--- src/rtl/pac_pkg.sv ---
// Package with the shared types, codes and reset values of the proximity alert classifier.
package pac_pkg;

    typedef enum logic [1:0] {
        STATUS_VALID     = 2'd0,
        STATUS_READ_ERR  = 2'd1,
        STATUS_OUT_RANGE = 2'd2,
        STATUS_HELD      = 2'd3
    } status_t;

    typedef enum logic [2:0] {
        REG_NEAR_THRESHOLD = 3'd0,
        REG_FALL_LOW       = 3'd1,
        REG_MAX_RANGE      = 3'd2,
        REG_QUIET_PERIOD   = 3'd3,
        REG_DWELL_PERIOD   = 3'd4
    } reg_index_t;

    localparam int unsigned DIST_W = 16;
    localparam int unsigned TICK_W = 32;
    localparam int unsigned ADDR_W = 5;
    localparam int unsigned DATA_W = 32;

    localparam logic [DIST_W-1:0] READ_ERROR_CODE     = 16'hFFFF;
    localparam logic [DIST_W-1:0] NEAR_THRESHOLD_RST  = 16'd200;
    localparam logic [DIST_W-1:0] FALL_LOW_RST        = 16'd100;
    localparam logic [DIST_W-1:0] MAX_RANGE_RST       = 16'd2000;
    localparam logic [TICK_W-1:0] QUIET_PERIOD_RST    = 32'd5000;
    localparam logic [TICK_W-1:0] DWELL_PERIOD_RST    = 32'd5000;

    // True when at least period ticks have passed since the mark, modulo 2^32.
    function automatic logic elapsed(input logic [TICK_W-1:0] now,
                                     input logic [TICK_W-1:0] since,
                                     input logic [TICK_W-1:0] period);
        logic [TICK_W-1:0] diff;
        diff = now - since;
        return diff >= period;
    endfunction

endpackage

--- src/rtl/proximity_alert_classifier.sv ---
// Proximity alert classifier: sample classification, connection tracking and alerts.
// A sample is taken into the input register, and its result is held in the result register.
// Throughput: one sample per cycle while out_stall is low; the state update for a sample is
// computed combinationally between the input register and the result register, so samples follow back to back.
// Reset (rst_n low, asynchronous) empties both stages, restores the register defaults
// and clears the tracking state, with the sensor marked as connected.
module proximity_alert_classifier (
    input  logic                           clk,
    input  logic                           rst_n,
    // sample input
    input  logic                           in_valid,
    output logic                           in_stall,
    input  logic [pac_pkg::DIST_W-1:0]     distance_mm,
    input  logic [pac_pkg::TICK_W-1:0]     now_ticks,
    input  logic                           emergency_hold,
    // result output
    output logic                           out_valid,
    input  logic                           out_stall,
    output logic [1:0]                     sample_status,
    output logic [pac_pkg::DIST_W-1:0]     valid_distance,
    output logic                           disconnect_event,
    output logic                           reconnect_event,
    output logic                           range_report,
    output logic                           near_alert,
    output logic                           dwell_alert,
    output logic                           fall_alert,
    // configuration port
    input  logic                           psel,
    input  logic                           penable,
    input  logic                           pwrite,
    input  logic [pac_pkg::ADDR_W-1:0]     paddr,
    input  logic [pac_pkg::DATA_W-1:0]     pwdata,
    output logic [pac_pkg::DATA_W-1:0]     prdata,
    output logic                           pready
);

    // Configuration registers
    logic [pac_pkg::DIST_W-1:0] near_thr_reg;
    logic [pac_pkg::DIST_W-1:0] fall_low_reg;
    logic [pac_pkg::DIST_W-1:0] max_range_reg;
    logic [pac_pkg::TICK_W-1:0] quiet_reg;
    logic [pac_pkg::TICK_W-1:0] dwell_reg;

    // Input stage
    logic                       s1_valid_reg;
    logic [pac_pkg::DIST_W-1:0] s1_dist_reg;
    logic [pac_pkg::TICK_W-1:0] s1_now_reg;
    logic                       s1_hold_reg;

    // Tracking state
    logic [pac_pkg::DIST_W-1:0] prev_dist_reg,       prev_dist_next;
    logic                       connected_reg,       connected_next;
    logic [pac_pkg::TICK_W-1:0] last_range_reg,      last_range_next;
    logic [pac_pkg::TICK_W-1:0] near_start_reg,      near_start_next;
    logic                       obj_near_reg,        obj_near_next;
    logic                       dwell_done_reg,      dwell_done_next;
    logic [pac_pkg::TICK_W-1:0] last_near_reg,       last_near_next;
    logic [pac_pkg::TICK_W-1:0] last_fall_reg,       last_fall_next;

    // Result register
    logic                       out_valid_reg;
    pac_pkg::status_t           status_reg,          status_next;
    logic [pac_pkg::DIST_W-1:0] vdist_reg,           vdist_next;
    logic                       disc_reg,            disc_next;
    logic                       reco_reg,            reco_next;
    logic                       range_reg,           range_next;
    logic                       near_reg,            near_next;
    logic                       dwell_reg_o,         dwell_next;
    logic                       fall_reg,            fall_next;

    logic                       advance;
    logic                       cfg_write;
    pac_pkg::reg_index_t        cfg_index;

    logic                       is_err;
    logic                       is_oor;
    logic                       is_near;
    logic                       is_far;

    assign cfg_write = psel && penable && pwrite && pready;
    assign cfg_index = pac_pkg::reg_index_t'(paddr[pac_pkg::ADDR_W-1:2]);
    assign pready    = 1'b1;

    always_comb
    begin
        unique case (cfg_index)
            pac_pkg::REG_NEAR_THRESHOLD: prdata = {16'd0, near_thr_reg};
            pac_pkg::REG_FALL_LOW:       prdata = {16'd0, fall_low_reg};
            pac_pkg::REG_MAX_RANGE:      prdata = {16'd0, max_range_reg};
            pac_pkg::REG_QUIET_PERIOD:   prdata = quiet_reg;
            pac_pkg::REG_DWELL_PERIOD:   prdata = dwell_reg;
            default:                     prdata = '0;
        endcase
    end

    always_ff @(posedge clk or negedge rst_n)
    begin
        if (!rst_n)
        begin
            near_thr_reg  <= pac_pkg::NEAR_THRESHOLD_RST;
            fall_low_reg  <= pac_pkg::FALL_LOW_RST;
            max_range_reg <= pac_pkg::MAX_RANGE_RST;
            quiet_reg     <= pac_pkg::QUIET_PERIOD_RST;
            dwell_reg     <= pac_pkg::DWELL_PERIOD_RST;
        end
        else if (cfg_write)
        begin
            unique case (cfg_index)
                pac_pkg::REG_NEAR_THRESHOLD: near_thr_reg  <= pwdata[pac_pkg::DIST_W-1:0];
                pac_pkg::REG_FALL_LOW:       fall_low_reg  <= pwdata[pac_pkg::DIST_W-1:0];
                pac_pkg::REG_MAX_RANGE:      max_range_reg <= pwdata[pac_pkg::DIST_W-1:0];
                pac_pkg::REG_QUIET_PERIOD:   quiet_reg     <= pwdata;
                pac_pkg::REG_DWELL_PERIOD:   dwell_reg     <= pwdata;
                default:                     ;
            endcase
        end
    end

    // The result register moves when it is empty or its transfer completes.
    assign advance  = !out_valid_reg || !out_stall;
    assign in_stall = s1_valid_reg && !advance;

    always_ff @(posedge clk or negedge rst_n)
    begin
        if (!rst_n)
        begin
            s1_valid_reg <= 1'b0;
        end
        else if (!in_stall)
        begin
            s1_valid_reg <= in_valid;
        end
    end

    always_ff @(posedge clk)
    begin
        if (!in_stall && in_valid)
        begin
            s1_dist_reg <= distance_mm;
            s1_now_reg  <= now_ticks;
            s1_hold_reg <= emergency_hold;
        end
    end

    assign is_err  = (s1_dist_reg == pac_pkg::READ_ERROR_CODE);
    assign is_oor  = (s1_dist_reg > max_range_reg);
    assign is_near = (s1_dist_reg < near_thr_reg);
    assign is_far  = (s1_dist_reg > near_thr_reg);

    always_comb
    begin
        prev_dist_next  = prev_dist_reg;
        connected_next  = connected_reg;
        last_range_next = last_range_reg;
        near_start_next = near_start_reg;
        obj_near_next   = obj_near_reg;
        dwell_done_next = dwell_done_reg;
        last_near_next  = last_near_reg;
        last_fall_next  = last_fall_reg;

        status_next = pac_pkg::STATUS_VALID;
        vdist_next  = '0;
        disc_next   = 1'b0;
        reco_next   = 1'b0;
        range_next  = 1'b0;
        near_next   = 1'b0;
        dwell_next  = 1'b0;
        fall_next   = 1'b0;

        priority if (s1_hold_reg)
        begin
            status_next = pac_pkg::STATUS_HELD;
        end
        else if (is_err)
        begin
            // A read error is classified before the range test.
            status_next    = pac_pkg::STATUS_READ_ERR;
            disc_next      = connected_reg;
            connected_next = 1'b0;
        end
        else if (is_oor)
        begin
            status_next = pac_pkg::STATUS_OUT_RANGE;
            if (pac_pkg::elapsed(s1_now_reg, last_range_reg, quiet_reg))
            begin
                range_next      = 1'b1;
                last_range_next = s1_now_reg;
            end
        end
        else
        begin
            vdist_next     = s1_dist_reg;
            reco_next      = !connected_reg;
            connected_next = 1'b1;

            if (is_near && pac_pkg::elapsed(s1_now_reg, last_near_reg, quiet_reg))
            begin
                near_next      = 1'b1;
                last_near_next = s1_now_reg;
            end

            if (is_near)
            begin
                if (!obj_near_reg)
                begin
                    near_start_next = s1_now_reg;
                    obj_near_next   = 1'b1;
                    dwell_done_next = 1'b0;
                end
                else if (!dwell_done_reg &&
                         pac_pkg::elapsed(s1_now_reg, near_start_reg, dwell_reg))
                begin
                    dwell_next      = 1'b1;
                    dwell_done_next = 1'b1;
                end
            end
            else
            begin
                obj_near_next   = 1'b0;
                dwell_done_next = 1'b0;
            end

            if (is_far && (prev_dist_reg < fall_low_reg) &&
                pac_pkg::elapsed(s1_now_reg, last_fall_reg, quiet_reg))
            begin
                fall_next      = 1'b1;
                last_fall_next = s1_now_reg;
            end

            prev_dist_next = s1_dist_reg;
        end
    end

    always_ff @(posedge clk or negedge rst_n)
    begin
        if (!rst_n)
        begin
            prev_dist_reg  <= '0;
            connected_reg  <= 1'b1;
            last_range_reg <= '0;
            near_start_reg <= '0;
            obj_near_reg   <= 1'b0;
            dwell_done_reg <= 1'b0;
            last_near_reg  <= '0;
            last_fall_reg  <= '0;
            out_valid_reg  <= 1'b0;
        end
        else if (advance)
        begin
            out_valid_reg <= s1_valid_reg;
            if (s1_valid_reg)
            begin
                prev_dist_reg  <= prev_dist_next;
                connected_reg  <= connected_next;
                last_range_reg <= last_range_next;
                near_start_reg <= near_start_next;
                obj_near_reg   <= obj_near_next;
                dwell_done_reg <= dwell_done_next;
                last_near_reg  <= last_near_next;
                last_fall_reg  <= last_fall_next;
            end
        end
    end

    always_ff @(posedge clk)
    begin
        if (advance && s1_valid_reg)
        begin
            status_reg  <= status_next;
            vdist_reg   <= vdist_next;
            disc_reg    <= disc_next;
            reco_reg    <= reco_next;
            range_reg   <= range_next;
            near_reg    <= near_next;
            dwell_reg_o <= dwell_next;
            fall_reg    <= fall_next;
        end
    end

    assign out_valid        = out_valid_reg;
    assign sample_status    = status_reg;
    assign valid_distance   = vdist_reg;
    assign disconnect_event = disc_reg;
    assign reconnect_event  = reco_reg;
    assign range_report     = range_reg;
    assign near_alert       = near_reg;
    assign dwell_alert      = dwell_reg_o;
    assign fall_alert       = fall_reg;

    // A sample cannot both drop and restore the connection.
    assert property (@(posedge clk) disable iff (!rst_n)
        out_valid |-> !(disconnect_event && reconnect_event))
        else $error("disconnect and reconnect in one result");

    // Proximity alerts and a passed-on distance belong to valid samples only.
    assert property (@(posedge clk) disable iff (!rst_n)
        (out_valid && sample_status != pac_pkg::STATUS_VALID) |->
        (valid_distance == '0 && !near_alert && !dwell_alert && !fall_alert))
        else $error("proximity output on a sample that is not valid");

    // A fall needs a far sample, while near and dwell need a near one.
    assert property (@(posedge clk) disable iff (!rst_n)
        out_valid |-> !(fall_alert && (near_alert || dwell_alert)))
        else $error("fall alert together with a near or dwell alert");

    // The input side only stalls when a sample waits in the input register.
    assert property (@(posedge clk) disable iff (!rst_n)
        in_stall |-> s1_valid_reg)
        else $error("input stalled with an empty input register");

    // A stalled result leaves the tracking state untouched.
    assert property (@(posedge clk) disable iff (!rst_n)
        (out_valid && out_stall) |=> $stable(connected_reg) && $stable(prev_dist_reg))
        else $error("state changed while the result was stalled");

endmodule

--- config.mk ---
export PLATFORM = sky130hd
export DESIGN_NAME = proximity_alert_classifier
export DESIGN_NICKNAME = d
export VERILOG_FILES = /design/src/rtl/pac_pkg.sv /design/src/rtl/proximity_alert_classifier.sv
export SDC_FILE = /design/constraint.sdc
export NUM_CORES = 1
export LEC_CHECK = 0
export BUFFER_PORTS_ARGS = -buffer_cell sky130_fd_sc_hd__buf_4
export CAP_MARGIN = 10
export CORE_AREA = 4 4 233 235
export DETAILED_ROUTE_END_ITERATION = 6
export DIE_AREA = 0 0 237 239
export PLACE_DENSITY_LB_ADDON = 0.25
export SETUP_SLACK_MARGIN = 0.3
export SKIP_LAST_GASP = 1
export SYNTH_ARGS = -nofsm -noshare
export SYNTH_HDL_FRONTEND = slang
export SYNTH_SLANG_ARGS = --single-unit
--- constraint.sdc ---
create_clock -name clk -period 5.8 [get_ports clk]
set_input_delay 0.58 -clock clk [delete_from_list [all_inputs] [get_ports clk]]
set_output_delay 0.58 -clock clk [all_outputs]
set_load 0.01 [all_outputs]
After elaboration in Yosys (flattened, before gate mapping)
Cells that the tools add are included.

cells by class
  $add $sub $neg = 4
  equal/unequal tests = 7
  divide/modulo/power cells = 0
  magnitude comparators = 8
  reduce and logical (&&, ||, !) cells = 34
  bitwise gates (word level) = 5
  muxes and demuxes = 13
  multipliers = 0
  shifts and indexed selects = 0

operators by type and width
  operator                                                               number
  32-bit one-hot mux with 5 select lines                                 1
  32-bit greater-or-equal comparator                                     4
  32-bit subtractor                                                      4
  16-bit > comparator                                                    2
  16-bit < comparator                                                    2
  6-bit AND reduction                                                    4
  16-bit equality test, second input constant                            1
  1-bit two-way mux                                                      10
  2-bit AND reduction                                                    5
  1-bit logical AND                                                      9
  7-bit AND reduction                                                    1
  3-bit by 2-bit equality test with 1-bit output, second input constant  2
  1-bit logical NOT                                                      6
  3-bit OR reduction                                                     2
  1-bit inverter                                                         5
  5-bit AND reduction                                                    1
  5-bit OR reduction                                                     1
  2-bit two-way mux                                                      2
  4-bit AND reduction                                                    1
  2-bit OR reduction                                                     2
  3-bit by 1-bit equality test with 1-bit output, second input constant  1
  3-bit equality test, second input constant                             1
  3-bit logical NOT                                                      1
  3-bit by 2-bit != test with 1-bit output, second input constant        1
  other kinds (2)                                                        2

word-level totals
  register bits after elaboration = 334
  latch bits = 0
  memories kept = 0
  RAM bits = 0
  output and inout bits = 59
  word-level logic and storage cells = 98
  memory bits (read-only) = 0
  input bits = 93

Depth between registers and ports, before layout
  depth after elaboration = 6
  mapped depth = 24
  mapped depth without buffers = 23

Least setup slack after synthesis
OpenSTA, ideal clock, no wires.

  path kind = reg-to-reg
  start = register s1_now_reg[0] in the netlist's numbering
  end = register last_range_reg[10] in the netlist's numbering
  required time = 5.675 ns
  library setup time = 0.125 ns
  setup slack = 0.615 ns
  cell stages (with the launch flop) = 24
  period minus slack after synthesis = 5.185 ns
  arrival = 5.060 ns
  buffers on the path = 1
  cells stage by stage = edfxtp_1 > inv_1 > ha_1 > inv_1 > fa_1 > a21o_1 > a21o_1 > a211o_1 > a31o_2 > a31oi_1 > o22ai_1 > o21a_1 > a221oi_1 > xnor2_1 > ha_1 > nand4_1 > nor3_1 > o21ai_0 > o211ai_1 > a31oi_1 > or3_1 > nor3_1 > buf_2 > mux2_2

on the way
  longest elaborated chain between the ends = 3

RTL lines
  item                                  line                               source
  from (decl)                           proximity_alert_classifier.sv:47   logic [pac_pkg::TICK_W-1:0] s1_now_reg;
  from (signal assigned)                proximity_alert_classifier.sv:140  s1_now_reg <= now_ticks;
  32-bit subtractor                     pac_pkg.sv:36                      diff = now - since;
  32-bit greater-or-equal comparator    pac_pkg.sv:37                      return diff >= period;
  6-bit AND reduction (no source line)  n/a
  to (signal assigned)                  proximity_alert_classifier.sv:255  last_range_reg <= last_range_next;
  to (decl)                             proximity_alert_classifier.sv:53   logic [pac_pkg::TICK_W-1:0] last_range_reg, last_range_next;

Every way passes these cells.
A chain may end at the register's enable or synchronous reset.

Worst setup path in the final report
  start = register s1_now_reg[0] in the netlist's numbering
  end = register last_range_reg[29] in the netlist's numbering

Same word-level chain as after synthesis.

==> impl_metrics.ini <==
[outcome]
status = finished clean

[synthesis]
syn_nets = 2811
avgSynthCellArea_um2 = 9.676
async_reset_ff_share_pct = 78.14
synth-edff-count = 73
synthCells = 2415
yosysWarnings = 0
ys_seq_elements = 334
syn_area_um2 = 23370
yosysSeqAreaShare_pct = 37.45
yosysUniqueCellTypes = 78
synthFlopType = dfrtp_1

[worst_setup_path]
crit_type = reg2reg
reg2reg_slack_ps = 520
cp.depth = 24
end_kind = flop
slowest_stage = edfxtp_1
crit_family = compound AO/OA/AOI/OAI gates
crit_arrival_ps = 5740
max_stage_delay_ps = 400
reg2reg_depth = 24
rr_startpoint = s1_now_reg[0]$_DFFE_PP_
r2r_end = last_range_reg[29]$_DFFE_PN0P_
critical_path_required_ps = 6260
crit_chain = inv_2 -> ha_4 -> inv_1 -> fa_2 -> a21o_1 -> a21o_1 -> a211o_1 -> a31o_4 -> a31oi_4 -> o22ai_4 -> o21a_1 -> a221oi_2 -> xnor2_1 -> ha_1 -> nand4_1 -> nor3_2 -> o21ai_1 -> o211ai_1 -> a31oi_2 -> or3_4 -> nor3_4 -> buf_12 -> clkbuf_16 -> mux2_2
cpMostUsedCell = a21o_1
critPathLaunchType = flop
crit_path_max_fanout = 8
worst-path-buf-inv = 4

[timing]
fin_skew_ps = 16.79
setup-tns-final_ps = 0
hold_violations = 0
finalCritPeriodShare_pct = 91.06
worstMarginPinSlew_ps = 1240
max_slew_margin_pct = 17.14
min_period_ps = 5282
slew_violations = 0
setup_viol = 0
fmax_mhz = 189.3
rsz0062_at_grt = true

[pwr]
power.internal_mw = 8.192
switchingPower_mw = 5.621
p_leak_nw = 12.84
peakVddDrop_mv = 0.2322
p_comb_share_pct = 56.4
netSwitchingFraction_pct = 40.69
p_seq_share_pct = 25.4
power_density_nw_per_um2 = 509.6
clkPwrFrac_pct = 18.2

[global_route]
overflow = 0
grt_pass1_wl_um = 98680
antenna_found_initial = 1
grt_max_degree = 159
grt_use_total_pct = 21.36
grt_pass1_vias = 18770

[min_path]
hold_class = in2async

[die]
std_cell_rows = 84
die-area_um2 = 56640
dieWidth_um = 237
die_h_um = 239
ios = 152
core_um2 = 52240
start_util_pct = 44.74

[place]
port_buffers = 148
postPlaceCellArea_um2 = 25330
place.gp.congestion = 0.9285
dp_hpwl_um = 46800
post-place-cells = 3211

[clock_network]
insertion_delay_ps = 580
cts_hold_buf = 0
clock-sinks = 334
htree_levels = 2
cts_buffer_depth = 3
cts_root_buffer = clkbuf_16
clk_pin_slew_ps = 60
cts_buffers = 41
cts_tree = yes

[detailed_routing]
post_drt_via_cell_ratio = 5.624
drc = 0
wl_per_cell_um = 18.78
routed_wl_um = 62120
drt_iter0_drc = 1170
ant_nets = 0
firstDrtPassIters = 5
vias = 18600

[final_layout]
multiInputGateArea_um2 = 13540
area_growth_pct = 15.99
regArea_um2 = 8752
design_area_um2 = 27100
fill_cells = 4679
drive_gt1_share_pct = 18.55
fin_nets = 2983
antenna_cells = 0
fin_cells = 3308

[flow_run]
max_cap_viol_count = 0
-- what timing repair did --
| item | CTS | global route |
|---|---|---|
| gates cloned | 1 | 3 |
| pin swaps | 4 | 18 |
| buffers inserted | 5 | 11 |
| resized for setup | 13 | 35 |
| setup endpoints to repair | 96 | 97 |
-- final cells by class --
cell class | instances | share of cell area, %
clock buffer | 59 | 4.256
clock inverter | 17 | 0.5955
inverter | 263 | 3.642
multi-input combinational | 1748 | 49.97
sequential | 334 | 32.29
tap | 688 | 3.176
timing repair buffer | 199 | 6.066
-- Yosys cell counts (all sizes together), types with 32 or more instances --
cell | number | area share (%)
nand2 | 200 | 3.2
xnor2 | 65 | 2.4
a22oi | 32 | 1.0
ha | 299 | 16
o21ai | 202 | 4.3
nand4 | 34 | 0.91
o21a | 35 | 1.1
nor2 | 86 | 1.4
clkbuf | 52 | 0.84
a21oi | 147 | 3.1
xor2 | 38 | 1.4
nand3 | 34 | 0.73
a21o | 116 | 3.7
dfrtp | 238 | 25
inv | 263 | 4.2
o22ai | 33 | 0.88
edfxtp | 73 | 9.4
mux2 | 151 | 7.8
-- power groups by stage --
stage | registers [mW] | logic (mW) | clock network (mW)
final | 3.50 | 7.79 | 2.52
after detailed placement | 3.54 | 7.49 | 0
after global placement | 3.51 | 7.21 | 0
after global routing | 3.59 | 8.76 | 2.70
after floorplan | 3.43 | 5.77 | 0
after CTS | 3.50 | 7.61 | 2.59
-- metal layers --
layer  share of wire (%)  GRT usage (%)  vias up
met5                   0              0        -
met4                 2.5          5.803        0
met3                 5.4          3.034       90
met2                  45          34.47      494
met1                  47          30.31     9027
li1                    -              -     8992
-- stage by stage --
step,power [mW],hold slack [ps],util (%),setup WS (ps)
6_report,13.81,16.54,51.89,518.2
5_1_grt,15.05,101.2,51.89,269.8
4_1_cts,13.71,71.39,51.29,311.6
3_5_place_dp,11.03,473.8,48.49,39.89
3_3_place_gp,10.72,462.0,48.49,163.5
2_1_floorplan,9.199,284.4,-,615.0
-- how the worst max path moves through the flow --
stage                       startpoint                             end  slack [ps]
3_5_place_dp   s1_now_reg[0]$_DFFE_PP_   last_range_reg[1]$_DFFE_PN0P_          40
2_1_floorplan  s1_now_reg[0]$_DFFE_PP_  last_range_reg[10]$_DFFE_PN0P_         620
3_3_place_gp   s1_now_reg[0]$_DFFE_PP_   last_range_reg[0]$_DFFE_PN0P_         160
4_1_cts        s1_now_reg[0]$_DFFE_PP_   last_fall_reg[17]$_DFFE_PN0P_         310
6_report       s1_now_reg[0]$_DFFE_PP_  last_range_reg[29]$_DFFE_PN0P_         520
5_1_grt        s1_now_reg[0]$_DFFE_PP_  last_range_reg[31]$_DFFE_PN0P_         270
-- logic make-up after synthesis --
| group | Yosys count | share of synthesized area (%) |
|---|---|---|
| AO/OA/AOI/OAI | 687 | 18.56 |
| other | 1 | 0.01605 |
| buffers and inverters | 333 | 5.660 |
| adder cells (fa/ha/maj) | 303 | 16.35 |
| multiplexers | 153 | 7.844 |
| flip-flops | 334 | 37.45 |
| XOR/XNOR | 103 | 3.861 |
| AND/OR/NAND/NOR | 501 | 10.25 |
-- layout by cell type (no fill, tap or decap), types with 22 or more instances in the layout --
cell type    n
nand4_1     34
ha_1       297
o21a_1      35
edfxtp_1    73
mux2_4      39
nor2b_1     25
xor2_1      38
dfstp_2     23
clkbuf_16   44
xnor2_1     65
nand2b_1    24
inv_1      262
a21o_1     114
dfrtp_1    238
a22oi_1     32
buf_4      189
and2_1      22
o22ai_1     32
mux2_2     112
nor2_1      83
o21ai_0    194
nand2_1    200
nand3_1     34
a21oi_1    142
Power figures use the tool's default switching activity.
